### src/design/wtsp_pkg.sv
`default_nettype none
package wtsp_pkg;

  localparam int unsigned SCREEN_W_DEF = 664;
  localparam int unsigned SCREEN_H_DEF = 1176;
  localparam int unsigned QUEUE_DEPTH  = 4;

  localparam int unsigned NUM_CFG   = 8;
  localparam int unsigned CFG_IDX_W = 4;
  localparam int unsigned CFG_W     = 64;

  // clip values: three 48-bit floored products plus a 32-bit offset
  localparam int unsigned CLIP_W = 50;
  // a * 2^16 numerator
  localparam int unsigned NUM_W  = CLIP_W + 16;
  // quotient magnitudes at or above 2^QBITS saturate every screen result
  localparam int unsigned QBITS  = 33;

  localparam logic signed [CLIP_W-1:0] W_MIN_RAW = CLIP_W'(6553);

  typedef enum logic [CFG_IDX_W-1:0] {
    REG_R0_C01 = 4'd0,
    REG_R0_C23 = 4'd1,
    REG_R1_C01 = 4'd2,
    REG_R1_C23 = 4'd3,
    REG_R2_C01 = 4'd4,
    REG_R2_C23 = 4'd5,
    REG_R3_C01 = 4'd6,
    REG_R3_C23 = 4'd7
  } cfg_reg_e;

  // one classified point between front and back
  typedef struct packed {
    logic              visible;
    logic              neg_x;
    logic              neg_y;
    logic [CLIP_W-1:0] mag_x;
    logic [CLIP_W-1:0] mag_y;
    logic [CLIP_W-1:0] w;
  } proj_item_t;

  typedef struct packed {
    logic full;
    logic empty;
  } queue_status_t;

endpackage
`default_nettype wire

### src/design/wtsp_queue.sv
`default_nettype none
module wtsp_queue
  import wtsp_pkg::*;
#(
  parameter int unsigned DEPTH = QUEUE_DEPTH
) (
  input  wire logic    clk_i,
  input  wire logic    rst_ni,
  input  wire logic    push_i,
  input  wire proj_item_t item_i,
  input  wire logic    pop_i,
  output proj_item_t   item_o,
  output queue_status_t status_o
);

  localparam int unsigned PW = (DEPTH > 1) ? $clog2(DEPTH) : 1;
  localparam int unsigned CW = $clog2(DEPTH + 1);

  proj_item_t     mem_q [DEPTH];
  logic [PW-1:0]  wr_q, rd_q;
  logic [CW-1:0]  cnt_q;

  assign status_o.full  = cnt_q == CW'(DEPTH);
  assign status_o.empty = cnt_q == '0;
  assign item_o         = mem_q[rd_q];

  always_ff @(posedge clk_i) begin
    if (push_i) mem_q[wr_q] <= item_i;
  end

  always_ff @(posedge clk_i or negedge rst_ni) begin
    if (!rst_ni) begin
      wr_q  <= '0;
      rd_q  <= '0;
      cnt_q <= '0;
    end else begin
      if (push_i) begin
        wr_q <= (wr_q == PW'(DEPTH - 1)) ? '0 : wr_q + 1'b1;
      end
      if (pop_i) begin
        rd_q <= (rd_q == PW'(DEPTH - 1)) ? '0 : rd_q + 1'b1;
      end
      if (push_i && !pop_i) cnt_q <= cnt_q + 1'b1;
      else if (!push_i && pop_i) cnt_q <= cnt_q - 1'b1;
    end
  end

endmodule
`default_nettype wire

### config.mk
export PLATFORM = sky130hd
export DESIGN_NAME = wtsp_queue
export DESIGN_NICKNAME = d
export VERILOG_FILES = /design/src/design/wtsp_pkg.sv /design/src/design/wtsp_queue.sv
export SDC_FILE = /design/constraint.sdc
export NUM_CORES = 1
export LEC_CHECK = 0
export BUFFER_PORTS_ARGS = -buffer_cell sky130_fd_sc_hd__buf_2
export CORE_MARGIN = 2
export CORE_UTILIZATION = 45
export DETAILED_ROUTE_END_ITERATION = 8
export GPL_ROUTABILITY_DRIVEN = 0
export PLACE_DENSITY = 0.65
export SYNTH_ARGS = -nofsm -noshare
export SYNTH_HDL_FRONTEND = slang
export SYNTH_SLANG_ARGS = --single-unit
### constraint.sdc
create_clock -name clk_i -period 5.5 [get_ports clk_i]
set_input_delay 1.1 -clock clk_i [delete_from_list [all_inputs] [get_ports clk_i]]
set_output_delay 1.1 -clock clk_i [all_outputs]
set_load 0.03 [all_outputs]
# After elaboration in Yosys (flattened, before gate mapping)
# Memory sizes are Yosys's and may differ from the RTL's.
# Cells that the tools add are included.
[totals] memories=1 reg_bits=7 word_cells=23 in_bits=157 mem_bits_rw=612 output_inout_bits=155
[classes] addsub=4 reduce_logical=6 muxes=6 n_eq_ne=3
[memory_table] memory="mem_q" depth=4 word_bits=153 rd=1 rd_clocked_by_memory_dff=0 wr=1 line_no="wtsp_queue.sv:19" text="proj_item_t mem_q [DEPTH];"
[op_table] operator="3-bit two-way mux" count=2
[op_table] operator="2-bit by 1-bit adder with 2-bit output, second input constant" count=2
[op_table] operator="2-bit equality test, second input constant" count=2
[op_table] operator="2-bit two-way mux" count=2
[op_table] operator="3-bit by 1-bit adder with 3-bit output, second input constant" count=1
[op_table] operator="3-bit equality test, second input constant" count=1
[op_table] operator="3-bit logical NOT" count=1
[op_table] operator="3-bit by 1-bit subtractor with 3-bit output, second input constant" count=1
[op_table] operator="1-bit logical AND" count=2
[op_table] operator="1-bit logical NOT" count=2
[op_table] operator="1-bit two-way mux" count=2
[op_table] operator="2-bit nonzero test" count=1

# Logic depth before layout (Yosys ltp)
# Gate-level depths: netlist of run 1.
[depth] depth_word=4 depth_mapped=7

# Least setup slack after synthesis of run 1
# Ideal clock, no wire load.
[synth_path] path_type="in2reg" startpoint="in push_i" endpoint="mem mem_q[2][0] in the netlist's numbering, enable pin" arrival_time_ns=4.590 setup_slack_ns=0.379 cell_stages=1 required_time_ns=4.970 cell_sequence="and2_1"
[synth_via] elab_chain_len=2
[synth_lines] element="from (decl)" line_no="wtsp_queue.sv:9" text="input wire logic push_i,"
[synth_lines] element="1-bit two-way mux" line_no="wtsp_queue.sv:28" text="if (push_i) mem_q[wr_q] <= item_i;"
[synth_lines] element="1-bit two-way mux (implied by the code)" line_no="wtsp_queue.sv:28"
[synth_lines] element="to (decl)" line_no="wtsp_queue.sv:19"
# No other way between the ends.

==> results_tabular.tex, run 1 <==
\begin{tabular}{lr}
\hline
Metric & Value \\
\hline
\multicolumn{2}{l}{\textbf{Logic synthesis}} \\
\quad Synth top area share & 0.8185 \\
\quad Average instance area after synthesis & 26.86 um\^{}2 \\
\quad Share of the yosys chip area belonging to registers & 0.8263 \\
\quad \#FFs+latches synth & between 600 and 700 \\
\quad Number of standard cells after synthesis & 836 \\
\quad Yosys top cell by area & edfxtp\_1 \\
\quad Synthesized Nets & 1000 \\
\quad Dominant cells by area after synthesis & edfxtp\_1 (82\%), mux4\_2 (15\%), dfrtp\_1 (0.78\%) \\
\quad Number of warnings issued by yosys & 0 \\
\quad Combined area of all synthesized cells & 22450 um\^{}2 \\
\quad Unique cell type count in the Yosys netlist & 20 \\
\multicolumn{2}{l}{\textbf{CTS}} \\
\quad Number of buffers inserted for hold repair after clock tree synthesis & 0 \\
\quad CTS Buffer Depth & 3 \\
\quad Total CTS buffers & 66 \\
\quad Buffers inserted by post-CTS timing repair & 0 \\
\quad H-tree Lvls & 3 \\
\quad Clk pin slew, worst setup/hold paths & around 60 ps \\
\quad CTS tree & done \\
\quad Number of sinks handled by clock tree synthesis & 619 \\
\quad Post-CTS sizing & 0 \\
\quad Clock tree root buffer cell & clkbuf\_16 \\
\quad Clock latency at the later pin of the worst-skew pair & 580 ps \\
\multicolumn{2}{l}{\textbf{Pwr}} \\
\quad Maximum vdd drop & 0.3615 mV \\
\quad Logic gate share of total power & 0.312 \\
\quad Power, Total & 15.72 mW \\
\quad Internal power component & around 11 mW \\
\quad NetSw & 5.147 mW \\
\quad Reported leakage power & between 9 and 10 nW \\
\quad Power per Cell Area & about 580 nW/um\^{}2 \\
\quad Clock network fraction of total power & 0.284 \\
\quad Sequential fraction of design power & 0.403 \\
\quad Fraction of power spent switching nets & 0.3274 \\
\multicolumn{2}{l}{\textbf{Critical path}} \\
\quad Beginning of the worst register-to-register path & wr\_q[0] \\
\quad Data arrival at the endpoint of the critical path & 2750 ps \\
\quad Slowest stage cell on the critical path & dfrtp\_4 \\
\quad Nature of the critical path endpoint & output port \\
\quad Cells on worst reg2reg path & 4 \\
\quad Critical register-to-register path endpoint & mem\_q[2][104] \\
\quad Worst path cell trace & buf\_4 > mux4\_2 > buf\_2 \\
\quad Largest incremental delay on the critical path & roughly 860 ps \\
\quad Setup slack on the worst flop-to-flop path & 3170 ps \\
\quad Worst setup SP type & flop \\
\quad Top fanout value on the critical path & 31 \\
\quad Termination of the worst setup path & item\_o[7] \\
\quad Data required time of the worst path & between 4000 and 5000 ps \\
\quad Classification of the worst setup path & reg2out \\
\quad Worst setup path startpoint & rd\_q[0] \\
\multicolumn{2}{l}{\textbf{STA}} \\
\quad Pins Over Slew Limit & 0 \\
\quad Number of setup violations in the final report & 0 \\
\quad Setup TNS & 0 ps \\
\quad Slew margin rel. & 0.3735 \\
\quad Share of the clock period used by the worst path & 0.7003 \\
\quad Final critical path time including I/O delays and setup & 3851 ps \\
\quad Upper clock frequency limit & 259.6 MHz \\
\quad Hold violation total from the final report & 0 \\
\quad Clock tree skew after final layout & 9.224 ps \\
\quad Unrepaired setup endpoints after global routing & no \\
\quad Measured slew at the worst slew-check pin & 939.7 ps \\
\multicolumn{2}{l}{\textbf{Flow run}} \\
\quad Max-capacitance violation count & 0 \\
\multicolumn{2}{l}{\textbf{Die}} \\
\quad Horizontal extent of the die & roughly 230 um \\
\quad Initial Utilization & 0.4578 \\
\quad Die outline area & 51700 um\^{}2 \\
\quad Vertical die dimension & 227.4 um \\
\quad Number of I/O pins & 312 \\
\quad Placeable core region & 49050 um\^{}2 \\
\quad Number of cell rows & 81 \\
\multicolumn{2}{l}{\textbf{Layout}} \\
\quad Final standard cell count with taps included and fillers excluded & around 1900 \\
\quad \# fillers & 3739 \\
\quad Fraction of layout instances using a drive strength above 1 & 0.4650 \\
\quad Register area & around 19000 um\^{}2 \\
\quad Area overhead of the layout relative to synthesis & 20.46\% \\
\quad Post-route cell area & 27050 um\^{}2 \\
\quad Multi-input combinational cell area & roughly 3700 um\^{}2 \\
\quad Post-layout nets & about 1400 \\
\multicolumn{2}{l}{\textbf{Detailed routing}} \\
\quad Total number of vias & 9994 \\
\quad DRC viols & 0 \\
\quad Total wire length & 43660 um \\
\quad Initial detailed-routing violation count & 572 \\
\quad Detailed-router iteration count before antenna repair & 4 \\
\quad Drt wl/cell & 22.87 um \\
\quad Post-route ant nets & 0 \\
\quad Vias per Instance & 5.235 \\
\multicolumn{2}{l}{\textbf{Placement}} \\
\quad Dpl cells & 1793 \\
\quad Detailed-placement wirelength estimate & 25520 um \\
\quad Number of I/O port buffers & 311 \\
\quad Placed inst area & 24850 um\^{}2 \\
\multicolumn{2}{l}{\textbf{GRT}} \\
\quad Via count of the first global-routing pass & 10550 \\
\quad Initial antenna violation count & 11 \\
\quad Total routing usage reported by global routing & 0.1696 \\
\quad Wire length of the first global-routing pass & 64200 um \\
\quad Residual overflow from global routing & 0 \\
\quad Largest net degree at the start of global routing & 101 \\
\multicolumn{2}{l}{\textbf{Min path}} \\
\quad Type of the tightest min-delay check & in2async \\
\multicolumn{2}{l}{\textbf{Outcome}} \\
\quad Run status & finished, final reports clean \\
\hline
\end{tabular}
## stage by stage
| step | hold slack (ps) | util | setup slack [ps] |
|---|---|---|---|
| final | 358.5 | 0.5514 | 1649 |
| after global routing | 327.9 | 0.5514 | 1406 |
| after CTS | 318.3 | 0.5513 | 1504 |
| after detailed placement | 525.0 | 0.5066 | 2152 |
| after global placement | 470.8 | 0.5066 | 2167 |
| after floorplan | 456.3 | - | 379.5 |
## state kept, by name, indices dropped and copies added (netlist names)
| name | cells |
|---|---|
| cnt_q | 3 |
| rd_q | 2 |
| wr_q | 2 |
| mem_q | 612 |
## cell usage in the layout, fill, tap and decap left out
| cell | instances |
|---|---|
| clkinvlp_4 | 1 |
| dfrtp_1 | 5 |
| inv_6 | 2 |
| clkinv_1 | 17 |
| nand2_1 | 2 |
| dfrtp_4 | 2 |
| mux2_2 | 3 |
| fa_1 | 1 |
| edfxtp_1 | 612 |
| o21ai_0 | 2 |
| inv_1 | 4 |
| clkinv_2 | 6 |
| buf_12 | 7 |
| diode_2 | 2 |
| and2_4 | 4 |
| xnor2_1 | 1 |
| clkbuf_1 | 8 |
| ha_1 | 6 |
| mux4_2 | 153 |
| nor3b_1 | 1 |
| nor2_1 | 3 |
| xor2_1 | 2 |
| bufinv_16 | 9 |
| buf_4 | 9 |
| buf_2 | 311 |
| nor3_1 | 1 |
| clkbuf_16 | 71 |
## critical path, delay by kind of cell, from the launching register on
kind / cells / cell delay (ps)
DFF: 1 / 860
buffers and inverters: 2 / 710
muxes: 1 / 600
## final cells by class
class | instances | area share
Antenna cell | 2 | 0.0001850
Clock buffer | 79 | 0.06680
Clock inverter | 35 | 0.01439
Inverter | 4 | 0.0005551
Multi-Input combinational cell | 179 | 0.1360
Sequential cell | 619 | 0.6862
Tap cell | 664 | 0.03072
Timing Repair Buffer | 327 | 0.06522
## power by group through the flow
stage	registers, mW	clock network, mW	logic [mW]
floorplan	6.36	0	3.75
global placement	6.41	0	5.02
detailed placement	6.45	0	5.02
CTS	6.36	4.59	5.03
global route	6.42	4.75	5.23
finish	6.34	4.47	4.91
## how the worst min path moves through the flow
stage	endpoint	slack, ps	depth (start not counted)
6_report	cnt_q[0]	360	1
5_1_grt	wr_q[1]	330	1
4_1_cts	cnt_q[0]	320	1
3_5_place_dp	cnt_q[2]	520	1
3_3_place_gp	cnt_q[2]	470	1
2_1_floorplan	cnt_q[2]	460	1
## cell families (layout without fill, tap and decap cells)
| family | after synthesis | count (layout) | synth area share |
|---|---|---|---|
| XOR/XNOR | 3 | 3 | 0.001170 |
| AND/OR/NAND/NOR | 11 | 11 | 0.002507 |
| other | 0 | 2 | 0 |
| multiplexers | 156 | 156 | 0.1550 |
| buffers and inverters | 38 | 445 | 0.01042 |
| adder cells (fa/ha/maj) | 7 | 7 | 0.004235 |
| flip-flops | 619 | 619 | 0.8263 |
| AO/OA/AOI/OAI | 2 | 2 | 0.0004458 |
## metal layers
layer	global-route usage	routed length, um	vias up
met1	0.2231	18130	5274
met2	0.2658	21390	256
met3	0.06040	3076	85
met5	0	112	-
li1	-	-	4361
met4	0.05524	952	18
## cell usage after synthesis, drive strengths merged
cell	number
o21ai	2
nor2	3
dfrtp	7
nor3	1
clkbuf	1
mux4	153
and2	4
buf	33
inv	4
edfxtp	612
nor3b	1
mux2	3
xor2	2
nand2	2
ha	6
xnor2	1
fa	1
(Power assumes the default switching activity.)
==> run 2, diff against run 1 <==
==> constraint.sdc (replaced) <==
create_clock -name clk_i -period 3.6 [get_ports clk_i]
set_input_delay 0.72 -clock clk_i [delete_from_list [all_inputs] [get_ports clk_i]]
set_output_delay 0.72 -clock clk_i [all_outputs]
set_load 0.03 [all_outputs]
==> results_tabular.tex, run 2 (synthesis gave the netlist of run 1 again) <==
\begin{tabular}{lr}
\hline
Metric & Value \\
\hline
\multicolumn{2}{l}{\textbf{Min path}} \\
\quad Type of the tightest min-delay check & in2reg \\
\quad Number of cells on the worst hold path & 1 \\
\multicolumn{2}{l}{\textbf{Flow run}} \\
\quad Max-capacitance violation count & 0 (unchanged) \\
\multicolumn{2}{l}{\textbf{Detailed routing}} \\
\quad Total number of vias & 10000 (+0.10\%) \\
\quad Detailed-router iteration count before antenna repair & 4 (unchanged) \\
\quad Total wire length & 43830 um (+0.40\%) \\
\quad Drt wl/cell & 22.82 um (-0.23\%) \\
\quad DRC viols & 0 (unchanged) \\
\quad Post-route ant nets & 0 (unchanged) \\
\quad Initial detailed-routing violation count & 599 (+4.7\%) \\
\quad Vias per Instance & 5.208 (-0.53\%) \\
\multicolumn{2}{l}{\textbf{Pwr}} \\
\quad Clock network fraction of total power & 0.261 (-0.023) \\
\quad Sequential fraction of design power & 0.408 (+0.005) \\
\quad Internal power component & 15.66 mW (+48\%) \\
\quad Fraction of power spent switching nets & 0.3324 (+0.004946) \\
\quad Reported leakage power & 9.167 nW (-0.28\%) \\
\quad Logic gate share of total power & 0.331 (+0.019) \\
\quad NetSw & 7.795 mW (+51\%) \\
\quad Power, Total & 23.45 mW (+49\%) \\
\quad Maximum vdd drop & 0.5763 mV (+59\%) \\
\quad Power per Cell Area & 868.1 nW/um\^{}2 (+49\%) \\
\multicolumn{2}{l}{\textbf{Placement}} \\
\quad Detailed-placement wirelength estimate & 27010 um (+5.8\%) \\
\quad Number of I/O port buffers & 311 (unchanged) \\
\quad Dpl cells & 1806 (+0.73\%) \\
\quad Placed inst area & 25070 um\^{}2 (+0.90\%) \\
\quad Post-Place Worst Slack & 893.4 ps (-1259 ps) \\
\multicolumn{2}{l}{\textbf{CTS}} \\
\quad Clock latency at the later pin of the worst-skew pair & 600 ps (+20 ps) \\
\quad Total CTS buffers & 60 (-9.1\%) \\
\quad Number of sinks handled by clock tree synthesis & 619 (unchanged) \\
\quad CTS tree & done \\
\quad Clock tree root buffer cell & clkbuf\_16 \\
\quad Buffers inserted by post-CTS timing repair & 0 (unchanged) \\
\quad CTS Buffer Depth & 3 (unchanged) \\
\quad Post-CTS sizing & 0 (unchanged) \\
\quad H-tree Lvls & 2 (-1) \\
\quad Clk pin slew, worst setup/hold paths & 60 ps (about the same) \\
\multicolumn{2}{l}{\textbf{Critical path}} \\
\quad Worst setup SP type & flop \\
\quad Data arrival at the endpoint of the critical path & 2570 ps (-180 ps) \\
\quad Top fanout value on the critical path & 51 (+65\%) \\
\quad Classification of the worst setup path & reg2out \\
\quad Cells on worst reg2reg path & 4 (unchanged) \\
\quad Data required time of the worst path & 2880 ps (-1520 ps) \\
\quad Nature of the critical path endpoint & output port \\
\multicolumn{2}{l}{\textbf{GRT}} \\
\quad Largest net degree at the start of global routing & 58 (-43\%) \\
\quad Residual overflow from global routing & 0 (unchanged) \\
\quad Via count of the first global-routing pass & 10560 (+0.085\%) \\
\quad Initial antenna violation count & 10 (-1) \\
\quad Wire length of the first global-routing pass & 64580 um (+0.60\%) \\
\quad Total routing usage reported by global routing & 0.1694 (about the same) \\
\multicolumn{2}{l}{\textbf{Die}} \\
\quad Number of I/O pins & 312 (unchanged) \\
\quad Horizontal extent of the die & 227.4 um (unchanged) \\
\quad Vertical die dimension & 227.4 um (unchanged) \\
\quad Initial Utilization & 0.4578 (unchanged) \\
\quad Number of cell rows & 81 (unchanged) \\
\quad Placeable core region & 49050 um\^{}2 (unchanged) \\
\quad Die outline area & 51700 um\^{}2 (unchanged) \\
\multicolumn{2}{l}{\textbf{STA}} \\
\quad Pins Over Slew Limit & 0 (unchanged) \\
\quad Measured slew at the worst slew-check pin & 712.7 ps (-227.1 ps) \\
\quad Unrepaired setup endpoints after global routing & no \\
\quad Share of the clock period used by the worst path & 0.9152 \\
\quad Setup TNS & 0 ps (unchanged) \\
\quad Slew margin rel. & 0.5249 (+0.1514) \\
\quad Least setup slack across all paths after layout & 305.4 ps (-1343 ps) \\
\quad Hold violation total from the final report & 0 (unchanged) \\
\quad Clock tree skew after final layout & 15.34 ps (+6.119 ps) \\
\quad Upper clock frequency limit & 303.5 MHz \\
\quad Number of setup violations in the final report & 0 (unchanged) \\
\quad Final critical path time including I/O delays and setup & 3295 ps \\
\multicolumn{2}{l}{\textbf{Outcome}} \\
\quad Run status & finished, final reports clean \\
\multicolumn{2}{l}{\textbf{Layout}} \\
\quad Most frequent cells in the layout & edfxtp\_1 (612), buf\_2 (311), mux4\_2 (153), clkbuf\_16 (61), buf\_12 (17) \\
\quad Largest regs & mem\_q: 612 flops, cnt\_q: 3 flops \\
\quad Number of flip-flops in the largest register & 612 (unchanged) \\
\quad Final standard cell count with taps included and fillers excluded & 1921 (+0.63\%) \\
\quad Post-layout nets & 1369 (+0.59\%) \\
\quad \# fillers & 3752 (+0.35\%) \\
\quad Most common library cell in the layout ignoring fill and taps & edfxtp\_1 \\
\quad Fraction of layout instances using a drive strength above 1 & 0.4681 (+0.003047) \\
\quad Area overhead of the layout relative to synthesis & 20.31\% \\
\quad Register containing the most flip-flops in the final layout & mem\_q \\
\quad Post-route cell area & 27010 um\^{}2 (-0.12\%) \\
\hline
\end{tabular}
-- run 2: changes by cell type in the layout (fill, tap and decap cells not counted), moves of 3 or more --
cell,change
buf_12,+10
diode_2,+3
clkbuf_16,-10
clkinv_1,-4
clkinv_2,+6
clkbuf_1,+4
buf_4,+3
-- run 2: power by group through the flow --
stage               registers (mW)  clock network, mW  logic [mW]
floorplan                     9.61                  0        5.73
global placement              9.69                  0        7.95
detailed placement            9.75                  0        7.97
CTS                           9.60               6.26        7.99
global route                  9.67               6.54        8.26
finish                        9.57               6.12        7.76
-- run 2: cell type report --
class,count,area [um^2],share of cell area
sequential,619,18560,0.6870
multi-input combinational,179,3677,0.1361
timing repair buffer,341,1997,0.07392
clock buffer,73,1572,0.05817
tap,664,830.8,0.03075
clock inverter,36,350.3,0.01297
inverter,4,15.01,0.0005558
antenna,5,12.51,0.0004632
-- run 2: repair_timing --
action | CTS | global route
hold endpoints to repair | 7 | 0
hold buffers | 1 | 0
endpoints found under the setup margin | 0 | 0
-- run 2: critical path: stages, from the launching register on --
cell	delay, ps
dfrtp_4	690
buf_12	410
mux4_2	600
buf_2	200
-- run 2: stage by stage --
stage,util,hold slack (ps)
finish,0.5507,328.1
global route,0.5506,292.2
CTS,0.5505,283.4
detailed placement,0.5111,494.1
global placement,0.5111,472.0
floorplan,-,424.4
-- run 2: worst paths after layout --
check                                    end  slack, ps       start
max in group asynchronous            rd_q[1]       2870      rst_ni
worst min register to register      cnt_q[2]        500    cnt_q[2]
min in group asynchronous            wr_q[1]        520      rst_ni
worst max-delay path              item_o[91]        310     rd_q[0]
worst min-delay path            mem_q[2][50]        330  item_i[50]
worst max register to register   mem_q[2][3]       1590     wr_q[0]
-- run 2: metal layers --
layer | share of wire | vias to the layer above | global-route usage
met5 | 0.0013 | - | 0
met4 | 0.021 | 10 | 0.04575
met3 | 0.073 | 83 | 0.05034
met2 | 0.49 | 277 | 0.2707
met1 | 0.41 | 5248 | 0.2294
li1 | - | 4386 | -
==> run 3, diff against run 2 <==
--- a/config.mk
+++ b/config.mk
@@ -5,12 +5,13 @@
 export SDC_FILE = /design/constraint.sdc
 export NUM_CORES = 1
 export LEC_CHECK = 0
+export ABC_AREA = 1
 export BUFFER_PORTS_ARGS = -buffer_cell sky130_fd_sc_hd__buf_2
 export CORE_MARGIN = 2
 export CORE_UTILIZATION = 45
+export CTS_CLUSTER_DIAMETER = 100
 export DETAILED_ROUTE_END_ITERATION = 8
 export GPL_ROUTABILITY_DRIVEN = 0
-export PLACE_DENSITY = 0.65
 export SYNTH_ARGS = -nofsm -noshare
 export SYNTH_HDL_FRONTEND = slang
 export SYNTH_SLANG_ARGS = --single-unit
==> results_tabular.tex, run 3 <==
\begin{tabular}{lr}
\hline
Metric & Value \\
\hline
\multicolumn{2}{l}{\textbf{CTS}} \\
\quad Number of sinks handled by clock tree synthesis & 619 (unchanged) \\
\quad CTS tree & done \\
\quad Clock latency at the later pin of the worst-skew pair & 580 ps (-20 ps) \\
\quad Total CTS buffers & 66 (+10\%) \\
\quad Clock tree root buffer cell & clkbuf\_16 \\
\quad CTS Buffer Depth & 3 (unchanged) \\
\quad Post-CTS sizing & 0 (unchanged) \\
\quad Clk pin slew, worst setup/hold paths & 60 ps (about the same) \\
\quad Buffers inserted by post-CTS timing repair & 0 (unchanged) \\
\quad H-tree Lvls & 3 (+1) \\
\multicolumn{2}{l}{\textbf{GRT}} \\
\quad Wire length of the first global-routing pass & 77390 um (+20\%) \\
\quad Total routing usage reported by global routing & 0.1771 (+0.007706) \\
\quad Residual overflow from global routing & 0 (unchanged) \\
\quad Met1 capacity usage during global routing & 0.2125 (-0.01686) \\
\quad GR met3 Demand/Resource & 0.04965 (-0.0006820) \\
\quad Initial antenna violation count & 10 (unchanged) \\
\quad Most Used Layer, Global Route & met2 \\
\quad Via count of the first global-routing pass & 14020 (+33\%) \\
\quad Largest net degree at the start of global routing & 171 (+190\%) \\
\quad Met2 capacity usage during global routing & 0.3052 (+0.03458) \\
\multicolumn{2}{l}{\textbf{STA}} \\
\quad Setup TNS & 0 ps (unchanged) \\
\quad Slew margin rel. & 0.3612 (-0.1637) \\
\quad Unrepaired setup endpoints after global routing & no \\
\quad Share of the clock period used by the worst path & 0.9190 (+0.003853) \\
\quad Upper clock frequency limit & 302.3 MHz (-0.42\%) \\
\quad Final critical path time including I/O delays and setup & 3309 ps (+13.87 ps) \\
\quad Measured slew at the worst slew-check pin & 958.2 ps (+245.5 ps) \\
\quad Number of setup violations in the final report & 0 (unchanged) \\
\quad Pins Over Slew Limit & 0 (unchanged) \\
\quad Hold violation total from the final report & 0 (unchanged) \\
\quad Least setup slack across all paths after layout & 291.5 ps (-13.87 ps) \\
\quad Clock tree skew after final layout & 10.97 ps (-4.370 ps) \\
\multicolumn{2}{l}{\textbf{Detailed routing}} \\
\quad Total wire length & 50650 um (+16\%) \\
\quad Detailed-router iteration count before antenna repair & 4 (unchanged) \\
\quad DRC viols & 0 (unchanged) \\
\quad Drt wl/cell & 17.51 um (-23\%) \\
\quad Initial detailed-routing violation count & 708 (+18\%) \\
\quad Post-route ant nets & 0 (unchanged) \\
\quad Total number of vias & 14270 (+43\%) \\
\quad Vias per Instance & 4.931 (-5.3\%) \\
\multicolumn{2}{l}{\textbf{Placement}} \\
\quad Post-Place Worst Slack & 760.3 ps (-133.2 ps) \\
\quad Number of I/O port buffers & 311 (unchanged) \\
\quad Detailed-placement wirelength estimate & 28190 um (+4.4\%) \\
\multicolumn{2}{l}{\textbf{Logic synthesis}} \\
\quad Number of synthesized flops with an enable pin & 612 (unchanged) \\
\quad \#FFs+latches synth & 619 (unchanged) \\
\quad Share of synthesized flip-flops with an asynchronous set or reset & 0.01131 (unchanged) \\
\quad Largest family of logic cells by synthesized area & compound AO/OA/AOI/OAI gates \\
\quad Number of standard cells after synthesis & 1836 (+120\%) \\
\quad Top cell types by occurrence after synthesis & edfxtp\_1 (612), nand2\_1 (474), inv\_1 (317) \\
\quad Combined area of all synthesized cells & 24840 um\^{}2 (+11\%) \\
\quad Area share of and/or/nand/nor cells after synthesis & 0.07279 (+0.07028) \\
\quad Number of warnings issued by yosys & 0 (unchanged) \\
\quad Share of the synthesized area in compound gates (AO/OA/AOI/OAI) & 0.09330 (+0.09285) \\
\quad Average instance area after synthesis & 13.53 um\^{}2 (-50\%) \\
\quad Share of the yosys chip area belonging to registers & 0.7470 (-0.07929) \\
\quad Dominant cells by area after synthesis & edfxtp\_1 (74\%), o211ai\_1 (9.2\%), nand2\_1 (7.2\%) \\
\quad Multiplexer share of the synthesized area & 0 (-0.1550) \\
\quad Count leader, synth & edfxtp\_1 \\
\quad Arithmetic-cell share of the synthesized area counting full adders, half adders and majority gates & 0.003829 (-0.0004064) \\
\quad Synth top area share & 0.7399 (-0.07854) \\
\quad Yosys top cell by area & edfxtp\_1 \\
\quad Synthesized-area fraction occupied by xor and xnor cells & 0.0003526 (-0.0008176) \\
\quad Synthesized Nets & 2000 (+100\%) \\
\quad Unique cell type count in the Yosys netlist & 19 (-5.0\%) \\
\quad Leading register cell type out of synthesis & edfxtp\_1 \\
\multicolumn{2}{l}{\textbf{Die}} \\
\quad Vertical die dimension & 238.9 um (+5.1\%) \\
\quad Die outline area & 57090 um\^{}2 (+10\%) \\
\quad Placeable core region & 54880 um\^{}2 (+12\%) \\
\quad Number of I/O pins & 312 (unchanged) \\
\quad Horizontal extent of the die & 238.9 um (+5.1\%) \\
\quad Number of cell rows & 86 (+6.2\%) \\
\quad Initial Utilization & 0.4526 (-0.005160) \\
\multicolumn{2}{l}{\textbf{Critical path}} \\
\quad Worst setup SP type & flop \\
\quad Top fanout value on the critical path & 170 (+230\%) \\
\quad Data arrival at the endpoint of the critical path & 2590 ps (+20 ps) \\
\quad Classification of the worst setup path & reg2out \\
\quad Nature of the critical path endpoint & output port \\
\quad Data required time of the worst path & 2880 ps (about the same) \\
\multicolumn{2}{l}{\textbf{Min path}} \\
\quad Type of the tightest min-delay check & in2reg \\
\multicolumn{2}{l}{\textbf{Layout}} \\
\quad Post-layout nets & 2304 (+68\%) \\
\quad Area overhead of the layout relative to synthesis & 15.98\% \\
\quad Most common library cell in the layout ignoring fill and taps & edfxtp\_1 \\
\quad Largest regs & mem\_q: 612 flops, cnt\_q: 3 flops \\
\quad Number of flip-flops in the largest register & 612 (unchanged) \\
\quad Register containing the most flip-flops in the final layout & mem\_q \\
\quad Fraction of layout instances using a drive strength above 1 & 0.1942 (-0.2738) \\
\quad Most frequent cells in the layout & edfxtp\_1 (612), nand2\_1 (474), inv\_1 (313), buf\_2 (311), o211ai\_1 (306) \\
\multicolumn{2}{l}{\textbf{Pwr}} \\
\quad Power per Cell Area & 852.4 nW/um\^{}2 (-1.8\%) \\
\quad Reported leakage power & 11.56 nW (+26\%) \\
\quad Maximum vdd drop & 0.6555 mV (+14\%) \\
\multicolumn{2}{l}{\textbf{Outcome}} \\
\quad Run status & finished, final reports clean \\
\multicolumn{2}{l}{\textbf{Flow run}} \\
\quad Max-capacitance violation count & 0 (unchanged) \\
\hline
\end{tabular}
[run 3: path summary, 6_finish.rpt]
kind,start,to,slack (ps),cells past startpoint
max in group asynchronous,rst_ni,rd_q[1],2890,2
hold / removal,item_i[137],mem_q[0][137],350,1
setup / recovery,rd_q[0],item_o[96],290,6
setup reg to reg,wr_q[1],mem_q[1][93],1130,6
hold reg to reg,cnt_q[2],cnt_q[2],520,2
min in group asynchronous,rst_ni,wr_q[0],540,2
[run 3: timing repair]
| action | 4_1_cts | 5_1_grt |
|---|---|---|
| setup endpoints to repair | 0 | 0 |
| hold endpoints to repair | 7 | 0 |
| hold buffers | 1 | 0 |
[run 3: layout make-up]
type                    instances  area, um^2
repair buffers                336        1884
diodes                          1       2.502
clock buffers                  92        1856
flip-flops and latches        619       18560
clock inverters                24       165.2
multi-input cells             798        4229
fillers                      4605       26070
well taps                     704       880.8
inverters                     319        1234
[run 3: cell families after synthesis]
family | after synthesis
DFF | 619
and+or+nand+nor | 480
buffers and inverters | 419
AOI/OAI and AO/OA | 310
adders and majority gates | 7
xor gates and xnor gates | 1
[run 3: stage by stage]
step	hold WS, ps	instance area [um^2]	utilization	power [mW]	cells
after CTS	301.2	28810	0.5249	24.94	2892
after floorplan	424.4	24850	-	16.21	1836
after detailed placement	511.9	26770	0.4879	18.55	2775
after global routing	321.8	28810	0.5249	25.92	2893
final	350.9	28810	0.5249	24.56	2893
after global placement	477.1	26770	0.4879	18.43	2775
[run 3: metal layers]
layer	part of all wire	vias up
met2	0.50	286
met5	0.0018	-
met1	0.41	6810
met3	0.063	100
met4	0.022	16
li1	-	7053
[run 3: where the power goes]
part,internal [mW],switching (mW)
clock network,3.73,2.59
logic,2.24,6.49
registers,9.24,0.262
[run 3: worst max-delay path, stage by stage (launching register included)]
cell and delay (ps):
dfrtp_1 500, inv_16 420, buf_12 370, nand2_1 110, o211ai_1 120, nand2_1 110, buf_2 190
